===== src/rtl/s128ctr_pkg.sv =====
package s128ctr_pkg;

    // Field widths
    localparam int WORD_W    = 64;
    localparam int VALID_W   = 5;
    localparam int CFG_IDX_W = 2;
    localparam int BYTES     = 2 * WORD_W / 8;

    // Cipher shape: two rounds per key row
    localparam int ROUNDS    = 68;
    localparam int ROW_COUNT = ROUNDS / 2;
    localparam int ROW_W     = $clog2(ROW_COUNT);
    localparam int ROW_DW    = 2 * WORD_W;
    localparam logic [ROW_W-1:0] LAST_ROW = ROW_W'(ROW_COUNT - 1);

    // Key schedule constants
    localparam logic [WORD_W-1:0] SIMON_C  = 64'hffff_ffff_ffff_fffc;
    localparam logic [WORD_W-1:0] SIMON_Z  = 64'h7369_f885_192c_0ef5;
    localparam logic [6:0]        Z_PERIOD = 7'd62;

    // Configuration register indexes
    localparam logic [CFG_IDX_W-1:0] CFG_KEY_LO   = 2'd0;
    localparam logic [CFG_IDX_W-1:0] CFG_KEY_HI   = 2'd1;
    localparam logic [CFG_IDX_W-1:0] CFG_NONCE_LO = 2'd2;
    localparam logic [CFG_IDX_W-1:0] CFG_NONCE_HI = 2'd3;

    typedef enum logic [2:0] {
        S_IDLE,
        S_EXPAND,
        S_PRIME,
        S_ROUND,
        S_DONE
    } state_t;

    // Controller to datapath commands
    typedef struct packed {
        logic             capture;
        logic             load_keys;
        logic             prime;
        logic             expand;
        logic             round;
        logic             load_out;
        logic [ROW_W-1:0] row;
        logic [ROW_W-1:0] rd_row;
    } cmd_t;

    // Round mixing term: (x <<< 1) & (x <<< 8) ^ (x <<< 2)
    function automatic logic [WORD_W-1:0] mix(input logic [WORD_W-1:0] v);
        logic [WORD_W-1:0] r1;
        logic [WORD_W-1:0] r2;
        logic [WORD_W-1:0] r8;
        r1 = {v[62:0], v[63]};
        r2 = {v[61:0], v[63:62]};
        r8 = {v[55:0], v[63:56]};
        return (r1 & r8) ^ r2;
    endfunction

    // One key schedule step from the two previous keys
    function automatic logic [WORD_W-1:0] key_step(input logic [WORD_W-1:0] k_old,
                                                  input logic [WORD_W-1:0] k_new,
                                                  input logic              zbit);
        logic [WORD_W-1:0] r3;
        logic [WORD_W-1:0] r4;
        r3 = {k_new[2:0], k_new[63:3]};
        r4 = {k_new[3:0], k_new[63:4]};
        return SIMON_C ^ {{(WORD_W-1){1'b0}}, zbit} ^ k_old ^ r3 ^ r4;
    endfunction

endpackage


===== src/rtl/s128ctr_ctrl.sv =====
module s128ctr_ctrl (
    input  logic               clk,
    input  logic               rst_n,
    input  logic               msg_valid,
    input  logic               msg_first,
    input  logic               res_ready,
    output logic               msg_ready,
    output logic               res_valid,
    output s128ctr_pkg::cmd_t  cmd
);

    s128ctr_pkg::state_t                 state_reg;
    s128ctr_pkg::state_t                 state_next;
    logic [s128ctr_pkg::ROW_W-1:0]       row_reg;
    logic [s128ctr_pkg::ROW_W-1:0]       row_next;
    logic                                out_valid_reg;
    logic                                out_valid_next;
    logic                                out_free;

    assign out_free = !out_valid_reg || res_ready;

    // Hold state, row count and result flag
    always_ff @(posedge clk or negedge rst_n)
    begin
        if (!rst_n)
        begin
            state_reg     <= s128ctr_pkg::S_IDLE;
            row_reg       <= '0;
            out_valid_reg <= 1'b0;
        end
        else
        begin
            state_reg     <= state_next;
            row_reg       <= row_next;
            out_valid_reg <= out_valid_next;
        end
    end

    // Advance the sequence
    always_comb
    begin
        state_next = state_reg;
        row_next   = row_reg;
        case (state_reg)
            s128ctr_pkg::S_IDLE:
            begin
                row_next = '0;
                if (msg_valid)
                begin
                    state_next = msg_first ? s128ctr_pkg::S_EXPAND : s128ctr_pkg::S_ROUND;
                end
            end
            s128ctr_pkg::S_EXPAND:
            begin
                if (row_reg == s128ctr_pkg::LAST_ROW)
                begin
                    row_next   = '0;
                    state_next = s128ctr_pkg::S_PRIME;
                end
                else
                begin
                    row_next = row_reg + 1'b1;
                end
            end
            s128ctr_pkg::S_PRIME:
            begin
                row_next   = '0;
                state_next = s128ctr_pkg::S_ROUND;
            end
            s128ctr_pkg::S_ROUND:
            begin
                if (row_reg == s128ctr_pkg::LAST_ROW)
                begin
                    row_next   = '0;
                    state_next = s128ctr_pkg::S_DONE;
                end
                else
                begin
                    row_next = row_reg + 1'b1;
                end
            end
            s128ctr_pkg::S_DONE:
            begin
                if (out_free)
                begin
                    state_next = s128ctr_pkg::S_IDLE;
                end
            end
            default:
            begin
                state_next = s128ctr_pkg::S_IDLE;
                row_next   = '0;
            end
        endcase
    end

    // Drive commands and handshakes
    always_comb
    begin
        msg_ready     = 1'b0;
        cmd           = '0;
        cmd.row       = row_reg;
        case (state_reg)
            s128ctr_pkg::S_IDLE:
            begin
                msg_ready     = 1'b1;
                cmd.capture   = msg_valid;
                cmd.load_keys = msg_valid && msg_first;
                cmd.prime     = msg_valid && !msg_first;
            end
            s128ctr_pkg::S_EXPAND:
            begin
                cmd.expand = 1'b1;
            end
            s128ctr_pkg::S_PRIME:
            begin
                cmd.prime = 1'b1;
            end
            s128ctr_pkg::S_ROUND:
            begin
                cmd.round = 1'b1;
                if (row_reg != s128ctr_pkg::LAST_ROW)
                begin
                    cmd.rd_row = row_reg + 1'b1;
                end
            end
            s128ctr_pkg::S_DONE:
            begin
                cmd.load_out = out_free;
            end
            default:
            begin
                msg_ready = 1'b0;
            end
        endcase
    end

    // Set the result flag on load, drop it when taken
    always_comb
    begin
        out_valid_next = out_valid_reg;
        if (cmd.load_out)
        begin
            out_valid_next = 1'b1;
        end
        else if (res_ready)
        begin
            out_valid_next = 1'b0;
        end
    end

    assign res_valid = out_valid_reg;

    a_row_bound: assert property (@(posedge clk) disable iff (!rst_n)
        row_reg <= s128ctr_pkg::LAST_ROW)
        else $error("row count out of range");

    a_last_round: assert property (@(posedge clk) disable iff (!rst_n)
        (state_reg == s128ctr_pkg::S_ROUND && row_reg == s128ctr_pkg::LAST_ROW)
        |=> state_reg == s128ctr_pkg::S_DONE)
        else $error("last round did not finish the item");

    a_plain_start: assert property (@(posedge clk) disable iff (!rst_n)
        (state_reg == s128ctr_pkg::S_IDLE && msg_valid && !msg_first)
        |=> (state_reg == s128ctr_pkg::S_ROUND && row_reg == '0))
        else $error("item without restart did not enter rounds at row zero");

    a_load_safe: assert property (@(posedge clk) disable iff (!rst_n)
        cmd.load_out |-> (!out_valid_reg || res_ready))
        else $error("result overwritten before it was taken");

endmodule


===== config.mk =====
export PLATFORM = sky130hd
export DESIGN_NAME = s128ctr_ctrl
export DESIGN_NICKNAME = d
export VERILOG_FILES = /design/src/rtl/s128ctr_pkg.sv /design/src/rtl/s128ctr_ctrl.sv
export SDC_FILE = /design/constraint.sdc
export NUM_CORES = 1
export LEC_CHECK = 0
export ABC_CLOCK_PERIOD_IN_PS = 2400
export BUFFER_PORTS_ARGS = -buffer_cell sky130_fd_sc_hd__buf_2
export CAP_MARGIN = 10
export CORE_MARGIN = 4
export CORE_UTILIZATION = 50
export DETAILED_ROUTE_END_ITERATION = 10
export PLACE_DENSITY = 0.84
export SLEW_MARGIN = 30
export SYNTH_ARGS = -nofsm -noshare
export SYNTH_HDL_FRONTEND = slang
export SYNTH_SLANG_ARGS = --single-unit
export TNS_END_PERCENT = 5

===== constraint.sdc =====
create_clock -name clk -period 2.4 [get_ports clk]
set_clock_uncertainty 0.05 [all_clocks]
set_input_delay 0.24 -clock clk [delete_from_list [all_inputs] [get_ports clk]]
set_output_delay 0.24 -clock clk [all_outputs]
set_load 0.02 [all_outputs]

==> metrics.txt <==
critical path class reg -> out; die height 44.4 um; clk_lat worst skew 260 ps; Max transition margin 70.1%; die area 1970 sq um; Routed Antenna Nets 0; Max Used Layer met4; starting density of the core 56.4%; asr flop ratio synth 100%; Mean Syn Cell Area 9.18 sq um; Syn Nets 79; layout cells sized above 1 36.8%; number of synthesized flops with an enable pin 0; Port-buffer cells 24; worst slew pin tran 447 ps; HP Start res_ready; clk root buf clkbuf_4; setup repair bufs after CTS 0; R2R Setup Slk 920 ps; Final Max Tran Viols 0; Rows 12; Worst Path Arrival 1670 ps; setup ws final 445 ps; total congestion overflow 0; core outline area 1170 sq um; Clock Sinks 10; largest net degree at the start of global routing 12; worst path required time 2110 ps; Max H-tree Level 1; fin cells 109; hold depth 3; GRT Overall Usage 17.3%; most frequent cells in the layout 24 x buf_2, 10 x dfrtp_1, 7 x nor2_1; Cells after DPL 105; DR WL/cell 14.2 um; number of flip-flops in the largest register 6; first-pass detailed-route iteration total 7; critical path's top delay family flip-flops; Reg-to-Reg Start row_reg[1]; finished layout cell area 802 sq um; Hold Path Class in -> reg; vias per inst 5.83; Fmax 511 MHz; number of remaining DRC errors 0; CP max stage cell dfrtp_1; post-synthesis sequential area ratio 37.9%; vias in the first global route 569; Routed met2 length 793 um; CP Launch Type flip-flop; first-pass GRT wire length 2520 um; most common cell after layout, fill and taps aside buf_2; met3 WL 108 um; Worst Hold Endpoint res_valid; critical path buffer and inverter count 2; Hold Buf Count CTS 1; R2R cell count 5; initial antenna violation count 0; Final Wtd Congestion 0.802; VDD IR max 0.781 mV; io pins 25; setup TNS 0 ps; final setup violation count 0; static leakage power 0.000394 uW; DP Area 769 sq um; PostCTS Resize Cnt 0; R2R Path End row_reg[1]; area delta synth->final 21.4%; Synth Cell Area 661 sq um; Final min period 1960 ps; synthesized flop and latch total 10; wl on met1 621 um; Synth area leaders dfrtp_1 38%, nor2_1 4.0%, ha_1 3.8%; fin crit share 81.5%; total number of vias 635; Total Routed Length 1550 um; PwrDens 1320 nW/um^2; Ys Warns 0; CTS tree done; post-synth top area share 37.9%; diode count 0; unrepaired setup endpoints after global routing no; Die Span X 44.4 um; Max Cap Violations 0; DP Wirelength 1220 um; crit path cell chain inv_1, ha_1, nand4bb_1, o21ai_2, a21oi_1, buf_2; Hold WS 221 ps; Worst setup EP type output pin; top_reg_cell synth dfrtp_1; endpoints failing hold 0; Distinct cells, synth 34; Critical Path Fanout Max 6; crit-path max cell delay 420 ps; nets@finish 104; cell taking the most area after synthesis dfrtp_1; outcome finished clean; starting DRC count in detailed routing 9; Synth Instances 72; pre-CTS WS 723 ps; CTS Buffer Depth 2; Num CTS Buffers 3; Reg clk slew, reported paths 60 ps
cells in the mapped netlist, types with 2 or more instances:
cell / number
a21oi_1: 3
a311oi_1: 2
and2_1: 2
buf_2: 2
buf_4: 2
dfrtp_1: 10
ha_1: 2
inv_1: 2
nand2_1: 6
nand2b_1: 2
nand3_1: 3
nor2_1: 7
nor3_1: 3
o21ai_0: 5
xor2_1: 2
worst min-delay path: stages:
cell and delay [ps]:
buf_2 70, nand2b_1 120, nand2_1 60
cell families after synthesis:
family	after synthesis	share of synthesized area [%]
compound gates	17	18.4
simple gates	34	31.8
xor+xnor	2	2.65
fa+ha+maj	2	3.79
buf+inv	7	5.49
flops	10	37.9
through the flow:
stage	util [%]	total power, uW
final	68.5	1060
after global routing	68.5	1130
after global placement	65.7	925
after floorplan	-	767
after detailed placement	65.7	947
after CTS	68.5	1060
where the power goes:
| group | total (uW) | internal, uW | switching [uW] |
|---|---|---|---|
| logic | 580 | 221 | 359 |
| clock network | 114 | 57.8 | 55.7 |
| registers | 364 | 230 | 134 |
cell type report:
cell class	instances	area [sq um]
clock buffers	3	22.5
fillers	94	369
inverters	2	7.51
multi-input cells	55	374
flip-flops and latches	10	250
well taps	14	17.5
repair buffers	25	130
worst max-delay path by stage:
stage                            start  endpoint  slack (ps)  cells past startpoint
after floorplan           state_reg[1]   cmd[16]         650                      3
after global placement      row_reg[1]    cmd[5]         780                      6
after detailed placement    row_reg[1]    cmd[5]         720                      6
after CTS                   row_reg[1]    cmd[5]         440                      6
after global routing        row_reg[1]    cmd[5]         290                      6
final                       row_reg[1]    cmd[5]         440                      6
layer usage:
layer	vias to the layer above	GRT usage, %
li1	307	-
met1	291	22.8
met2	29	27.9
met3	8	3.66
met4	0	6.02
met5	-	0
No activity file was read; power rests on OpenSTA's default activity.
