[config.mk]
export PLATFORM = sky130hd
export DESIGN_NAME = s128ctr_dp
export DESIGN_NICKNAME = d
export VERILOG_FILES = /design/src/rtl/s128ctr_pkg.sv /design/src/rtl/s128ctr_dp.sv
export SDC_FILE = /design/constraint.sdc
export NUM_CORES = 2
export LEC_CHECK = 0
export BUFFER_PORTS_ARGS = -buffer_cell sky130_fd_sc_hd__buf_2
export CAP_MARGIN = 20
export CORE_ASPECT_RATIO = 0.7
export CORE_MARGIN = 5
export CORE_UTILIZATION = 35
export DETAILED_ROUTE_END_ITERATION = 12
export REMOVE_ABC_BUFFERS = 1
export SLEW_MARGIN = 15
export SYNTH_ARGS = -nofsm -noshare
export SYNTH_HDL_FRONTEND = slang
export SYNTH_MEMORY_MAX_BITS = 65536
export SYNTH_SLANG_ARGS = --single-unit
[constraint.sdc]
create_clock -name clk -period 4.57 [get_ports clk]
set_clock_uncertainty 0.2 [all_clocks]
set_input_delay 0.6855 -clock clk [delete_from_list [all_inputs] [get_ports clk]]
set_output_delay 0.6855 -clock clk [all_outputs]
set_load 0.01 [all_outputs]
[src/rtl/s128ctr_pkg.sv]
package s128ctr_pkg;

    // Field widths
    localparam int WORD_W    = 64;
    localparam int VALID_W   = 5;
    localparam int CFG_IDX_W = 2;
    localparam int BYTES     = 2 * WORD_W / 8;

    // Cipher shape: two rounds per key row
    localparam int ROUNDS    = 68;
    localparam int ROW_COUNT = ROUNDS / 2;
    localparam int ROW_W     = $clog2(ROW_COUNT);
    localparam int ROW_DW    = 2 * WORD_W;
    localparam logic [ROW_W-1:0] LAST_ROW = ROW_W'(ROW_COUNT - 1);

    // Key schedule constants
    localparam logic [WORD_W-1:0] SIMON_C  = 64'hffff_ffff_ffff_fffc;
    localparam logic [WORD_W-1:0] SIMON_Z  = 64'h7369_f885_192c_0ef5;
    localparam logic [6:0]        Z_PERIOD = 7'd62;

    // Configuration register indexes
    localparam logic [CFG_IDX_W-1:0] CFG_KEY_LO   = 2'd0;
    localparam logic [CFG_IDX_W-1:0] CFG_KEY_HI   = 2'd1;
    localparam logic [CFG_IDX_W-1:0] CFG_NONCE_LO = 2'd2;
    localparam logic [CFG_IDX_W-1:0] CFG_NONCE_HI = 2'd3;

    typedef enum logic [2:0] {
        S_IDLE,
        S_EXPAND,
        S_PRIME,
        S_ROUND,
        S_DONE
    } state_t;

    // Controller to datapath commands
    typedef struct packed {
        logic             capture;
        logic             load_keys;
        logic             prime;
        logic             expand;
        logic             round;
        logic             load_out;
        logic [ROW_W-1:0] row;
        logic [ROW_W-1:0] rd_row;
    } cmd_t;

    // Round mixing term: (x <<< 1) & (x <<< 8) ^ (x <<< 2)
    function automatic logic [WORD_W-1:0] mix(input logic [WORD_W-1:0] v);
        logic [WORD_W-1:0] r1;
        logic [WORD_W-1:0] r2;
        logic [WORD_W-1:0] r8;
        r1 = {v[62:0], v[63]};
        r2 = {v[61:0], v[63:62]};
        r8 = {v[55:0], v[63:56]};
        return (r1 & r8) ^ r2;
    endfunction

    // One key schedule step from the two previous keys
    function automatic logic [WORD_W-1:0] key_step(input logic [WORD_W-1:0] k_old,
                                                  input logic [WORD_W-1:0] k_new,
                                                  input logic              zbit);
        logic [WORD_W-1:0] r3;
        logic [WORD_W-1:0] r4;
        r3 = {k_new[2:0], k_new[63:3]};
        r4 = {k_new[3:0], k_new[63:4]};
        return SIMON_C ^ {{(WORD_W-1){1'b0}}, zbit} ^ k_old ^ r3 ^ r4;
    endfunction

endpackage

[src/rtl/s128ctr_dp.sv]
module s128ctr_dp (
    input  logic                                clk,
    input  logic                                rst_n,
    input  s128ctr_pkg::cmd_t                   cmd,
    input  logic                                cfg_wr_en,
    input  logic [s128ctr_pkg::CFG_IDX_W-1:0]   cfg_index,
    input  logic [s128ctr_pkg::WORD_W-1:0]      cfg_wdata,
    input  logic [s128ctr_pkg::WORD_W-1:0]      data_lo,
    input  logic [s128ctr_pkg::WORD_W-1:0]      data_hi,
    input  logic [s128ctr_pkg::VALID_W-1:0]     valid_bytes,
    output logic [s128ctr_pkg::WORD_W-1:0]      result_lo,
    output logic [s128ctr_pkg::WORD_W-1:0]      result_hi
);

    logic [s128ctr_pkg::WORD_W-1:0]  key_lo_reg;
    logic [s128ctr_pkg::WORD_W-1:0]  key_hi_reg;
    logic [s128ctr_pkg::WORD_W-1:0]  nonce_lo_reg;
    logic [s128ctr_pkg::WORD_W-1:0]  nonce_hi_reg;
    logic [s128ctr_pkg::WORD_W-1:0]  ctr_reg;

    logic [s128ctr_pkg::WORD_W-1:0]  ka_reg;
    logic [s128ctr_pkg::WORD_W-1:0]  kb_reg;
    logic [s128ctr_pkg::WORD_W-1:0]  ka_next;
    logic [s128ctr_pkg::WORD_W-1:0]  kb_next;

    logic [s128ctr_pkg::WORD_W-1:0]  x_reg;
    logic [s128ctr_pkg::WORD_W-1:0]  y_reg;
    logic [s128ctr_pkg::WORD_W-1:0]  x_next;
    logic [s128ctr_pkg::WORD_W-1:0]  y_next;

    logic [s128ctr_pkg::WORD_W-1:0]  dlo_reg;
    logic [s128ctr_pkg::WORD_W-1:0]  dhi_reg;
    logic [s128ctr_pkg::VALID_W-1:0] vb_reg;
    logic [s128ctr_pkg::WORD_W-1:0]  res_lo_reg;
    logic [s128ctr_pkg::WORD_W-1:0]  res_hi_reg;

    logic [s128ctr_pkg::ROW_DW-1:0]  key_mem [s128ctr_pkg::ROW_COUNT];
    logic [s128ctr_pkg::ROW_DW-1:0]  rk_reg;

    logic [6:0]                      zi_a_raw;
    logic [6:0]                      zi_b_raw;
    logic [5:0]                      zi_a;
    logic [5:0]                      zi_b;
    logic [2*s128ctr_pkg::WORD_W-1:0] byte_mask;

    // Write configuration registers
    always_ff @(posedge clk or negedge rst_n)
    begin
        if (!rst_n)
        begin
            key_lo_reg   <= '0;
            key_hi_reg   <= '0;
            nonce_lo_reg <= '0;
            nonce_hi_reg <= '0;
        end
        else if (cfg_wr_en)
        begin
            case (cfg_index)
                s128ctr_pkg::CFG_KEY_LO:   key_lo_reg   <= cfg_wdata;
                s128ctr_pkg::CFG_KEY_HI:   key_hi_reg   <= cfg_wdata;
                s128ctr_pkg::CFG_NONCE_LO: nonce_lo_reg <= cfg_wdata;
                s128ctr_pkg::CFG_NONCE_HI: nonce_hi_reg <= cfg_wdata;
                default:                   key_lo_reg   <= key_lo_reg;
            endcase
        end
    end

    // Load the counter on restart, advance it per item
    always_ff @(posedge clk or negedge rst_n)
    begin
        if (!rst_n)
        begin
            ctr_reg <= '0;
        end
        else if (cmd.load_keys)
        begin
            ctr_reg <= nonce_lo_reg;
        end
        else if (cmd.prime)
        begin
            ctr_reg <= ctr_reg + 1'b1;
        end
    end

    // Pick schedule constant bits for the two keys made this cycle
    always_comb
    begin
        zi_a_raw = {cmd.row, 1'b0};
        zi_b_raw = {cmd.row, 1'b1};
        zi_a = (zi_a_raw >= s128ctr_pkg::Z_PERIOD) ? 6'(zi_a_raw - s128ctr_pkg::Z_PERIOD)
                                                   : zi_a_raw[5:0];
        zi_b = (zi_b_raw >= s128ctr_pkg::Z_PERIOD) ? 6'(zi_b_raw - s128ctr_pkg::Z_PERIOD)
                                                   : zi_b_raw[5:0];
        ka_next = s128ctr_pkg::key_step(ka_reg, kb_reg, s128ctr_pkg::SIMON_Z[zi_a]);
        kb_next = s128ctr_pkg::key_step(kb_reg, ka_next, s128ctr_pkg::SIMON_Z[zi_b]);
    end

    // Two Feistel rounds with the current key row
    always_comb
    begin
        y_next = y_reg ^ s128ctr_pkg::mix(x_reg) ^ rk_reg[s128ctr_pkg::WORD_W-1:0];
        x_next = x_reg ^ s128ctr_pkg::mix(y_next)
                 ^ rk_reg[s128ctr_pkg::ROW_DW-1:s128ctr_pkg::WORD_W];
    end

    // Keep byte j while the valid count exceeds j
    always_comb
    begin
        for (int j = 0; j < s128ctr_pkg::BYTES; j++)
        begin
            byte_mask[j*8 +: 8] = {8{vb_reg > s128ctr_pkg::VALID_W'(j)}};
        end
    end

    // Hold item data, key pair, cipher state and result
    always_ff @(posedge clk)
    begin
        if (cmd.capture)
        begin
            dlo_reg <= data_lo;
            dhi_reg <= data_hi;
            vb_reg  <= valid_bytes;
        end
        if (cmd.load_keys)
        begin
            ka_reg <= key_lo_reg;
            kb_reg <= key_hi_reg;
        end
        else if (cmd.expand)
        begin
            ka_reg <= ka_next;
            kb_reg <= kb_next;
        end
        if (cmd.prime)
        begin
            x_reg <= nonce_hi_reg;
            y_reg <= ctr_reg;
        end
        else if (cmd.round)
        begin
            x_reg <= x_next;
            y_reg <= y_next;
        end
        if (cmd.load_out)
        begin
            res_lo_reg <= (dlo_reg ^ y_reg) & byte_mask[s128ctr_pkg::WORD_W-1:0];
            res_hi_reg <= (dhi_reg ^ x_reg)
                          & byte_mask[2*s128ctr_pkg::WORD_W-1:s128ctr_pkg::WORD_W];
        end
    end

    // Round key memory: one row of two keys written or read per cycle
    always_ff @(posedge clk)
    begin
        if (cmd.expand)
        begin
            key_mem[cmd.row] <= {kb_reg, ka_reg};
        end
        rk_reg <= key_mem[cmd.rd_row];
    end

    assign result_lo = res_lo_reg;
    assign result_hi = res_hi_reg;

endmodule

==> reports/qor.txt <==
Distinct cells, synth -> 60
Psw -> 40.5 mW
Longest Clk Path Bufs -> 4
IO Port Bufs -> 347
Final period utilization -> 68.7%
Clock Sinks -> 5317
Worst Reg-to-Reg Cells -> 6
Delay-heaviest family, CP -> simple AND/OR/NAND/NOR gates
Final setup viols -> 0
Outcome -> finished clean
H-tree levels -> 6
CP Data Required Time -> 5290 ps
Crit-path max FO -> 10
Count of final max-slew check failures -> 0
Worst reg2reg path startpoint -> ctr_reg[28]$_DFFE_PN0P_
Layout cells sized above 1 -> 29.4%
Combinational Power Share -> 20.6%
Tightest Hold Check Type -> input pin to async pin
Antenna Nets Post-Route -> 0
Fin crit period -> 3140 ps
Async SR Flop Fraction -> 6.02%
First-pass GRT wire length -> 846 mm
Fill cells -> 51100
Final core occ -> 41.2%
Number of enable flip-flop cells after synthesis -> 4869
RSZ-0062 raised after global routing -> no
Synth Warn # -> 0
Vias in the first global route -> 106000
Area leader, netlist -> edfxtp_1
Most frequent cells in the layout -> edfxtp_1 (4869), mux4_2 (1280), xnor2_1 (681), clkbuf_16 (537), mux2_2 (380)
# IOs -> 348
Worst-path clk slew -> 60 ps
Register area share after synthesis -> 75.4%
Yosys reg bits -> 5317
Full die area -> 610000 um^2
# rows -> 236
Top cell type's share of synthesized area -> 70.3%
Area grow syn2layout -> 17.1%
Arrival @ worst endpoint -> 3860 ps
Syn Area/Cell -> 21.1 um^2
Max rail drop VDD -> 0.439 mV
Worst setup EP type -> flip-flop
Worst Setup Start Kind -> flip-flop
Main flop type after synthesis -> edfxtp_1
Overflow after GRT -> 0
Core ar. -> 591000 um^2
Most used cell, CP -> and3_1
Power consumption -> 138 mW
Die W -> 931 um
Clock Latency Late Sink -> 1060 ps
Largest register FFs -> 4352
CTS tree -> done
Top Layer Used -> met4
Setup_tns -> 0 ps
Initial antenna violation count -> 20
Die height -> 655 um
Final Hold Viols -> 0
Synth Instances -> 9834
RR Endpoint -> ctr_reg[63]$_DFFE_PN0P_
Fmax achieved -> 0.319 GHz
Reg2reg setup slack -> 1430 ps
Pwr Density -> 569 nW/um^2
Largest net degree at the start of global routing -> 142
Critical Path Source -> ctr_reg[28]$_DFFE_PN0P_
Met2 Wirelength -> 293 mm
CP Cell Sequence -> and3_1 -> and3_1 -> nand4_2 -> nor4_1 -> xnor2_1 -> o21ai_1
Initial core utilization -> 35.2%
CP max stage delay -> 820 ps
DRC -> 0
Post-CTS setup buffer count -> 0
Vias after detailed routing -> 105000
Clock root buffer -> clkbuf_16
Drt first pass iters -> 7
Sequential share of power -> 48.2%
DRT met1 WL -> 245 mm
WL met3 -> 46.7 mm
1st-iter DRT viols -> 13200
Maxcap violations -> 0
Slew headroom -> 22.6%
Slowest stage cell, crit path -> nor4_1
Slew @ Worst Pin -> 1150 ps
Via-to-Cell Ratio -> 5.47
Fin nets -> 11100
Dpl hpwl -> 356 mm
Clock share of power -> 31.2%
Commonest non-fill, non-tap cell in the layout -> edfxtp_1
CP bufs+invs -> 0
Final GP Congestion -> 0.865
WL per Instance -> 31.6 um
Hold WS -> 27.4 ps
Top post-synthesis cells by area -> edfxtp_1 (70%), mux4_2 (14%), dfrtp_1 (3.9%)
Gr usage total -> 19.5%
Sw Ratio -> 29.2%
CTS buffer count -> 524
Internal power -> 98.0 mW
Final wirelength -> 607 mm
Static leakage power -> 78.5 nW
Netlist Area Pre-Place -> 208000 um^2
CP Class -> flip-flop to flip-flop
routing by layer:
layer  GRT usage [%]  vias up
met5               0        -
met4            6.07        0
met3            3.03      893
met2            31.8     4754
met1            27.0    57300
li1                -    42000
cell type report:
cell class / instances / area, um^2 / area share, %
Timing Repair Buffer: 1079 / 10500 / 4.33
Clock buffer: 720 / 14500 / 5.96
Inverter: 23 / 90.1 / 0.0370
Antenna cell: 12 / 30.0 / 0.0123
Tap cell: 7854 / 9830 / 4.04
Multi-Input combinational cell: 3952 / 49000 / 20.1
Sequential cell: 5317 / 157000 / 64.4
Clock inverter: 242 / 2650 / 1.09
how the worst max path moves through the flow:
stage,end,slack (ps),cells past startpoint
2_1_floorplan,key_mem[32][0]$_DFFE_PP_,-6180,2
3_3_place_gp,kb_reg[60]$_DFFE_PP_,430,11
3_5_place_dp,kb_reg[0]$_DFFE_PP_,590,12
4_1_cts,ctr_reg[63]$_DFFE_PN0P_,1440,6
5_1_grt,ctr_reg[49]$_DFFE_PN0P_,1380,7
6_report,ctr_reg[63]$_DFFE_PN0P_,1430,6
logic make-up after synthesis:
logic type,count (synthesis),share of synthesized area [%]
flip-flops,5317,75.4
multiplexers,1792,16.6
XOR/XNOR,858,3.64
AND/OR/NAND/NOR,796,1.76
buffers and inverters,565,1.15
AO/OA/AOI/OAI,499,1.42
adder cells (fa/ha/maj),7,0.0421
through the flow:
| step | cell area (um^2) | instances | setup WS (ps) |
|---|---|---|---|
| after floorplan | 206000 | 9292 | -6180 |
| after global placement | 224000 | 18000 | 432 |
| after detailed placement | 224000 | 18000 | 587 |
| after CTS | 243000 | 19200 | 1440 |
| after global routing | 243000 | 19200 | 1380 |
| final | 243000 | 19200 | 1430 |
what timing repair did:
action	in CTS	in global routing
gates resized for setup	0	0
hold buffers	202	0
endpoints found under the hold margin	666	0
synth_stat cells, types with 3 or more instances:
| cell type | instances |
|---|---|
| nand4_1 | 17 |
| ha_1 | 7 |
| dfrtp_1 | 320 |
| nand2_1 | 333 |
| buf_1 | 51 |
| and2_1 | 10 |
| o21a_1 | 3 |
| nand2b_1 | 4 |
| mux4_2 | 1280 |
| nand3_1 | 35 |
| dfxtp_1 | 128 |
| mux2i_1 | 132 |
| inv_1 | 20 |
| edfxtp_1 | 4869 |
| o211ai_1 | 4 |
| clkbuf_1 | 364 |
| a21oi_1 | 153 |
| mux2_2 | 380 |
| or2_2 | 6 |
| a41o_1 | 3 |
| buf_4 | 21 |
| xnor2_1 | 684 |
| nor3_1 | 21 |
| o21ai_1 | 11 |
| nor2b_1 | 131 |
| a211oi_1 | 128 |
| nor4_1 | 16 |
| and3_1 | 11 |
| o21ai_0 | 167 |
| a31oi_1 | 5 |
| a41oi_1 | 4 |
| buf_2 | 96 |
| nor2_1 | 187 |
| xnor3_1 | 4 |
| o2111ai_1 | 4 |
| xor2_1 | 170 |
| and4_1 | 8 |
| buf_6 | 10 |
| a211o_1 | 4 |
| or3_1 | 8 |
power groups by stage:
stage / Combinational, mW / Sequential (mW) / Clock (mW)
detailed placement: 26.7 / 68.6 / 0
global placement: 25.9 / 68.4 / 0
finish: 28.5 / 66.7 / 43.3
floorplan: 14.4 / 68.4 / 0
CTS: 27.1 / 67.6 / 44.0
global route: 30.2 / 66.9 / 46.1
(Power assumes the default switching activity.)
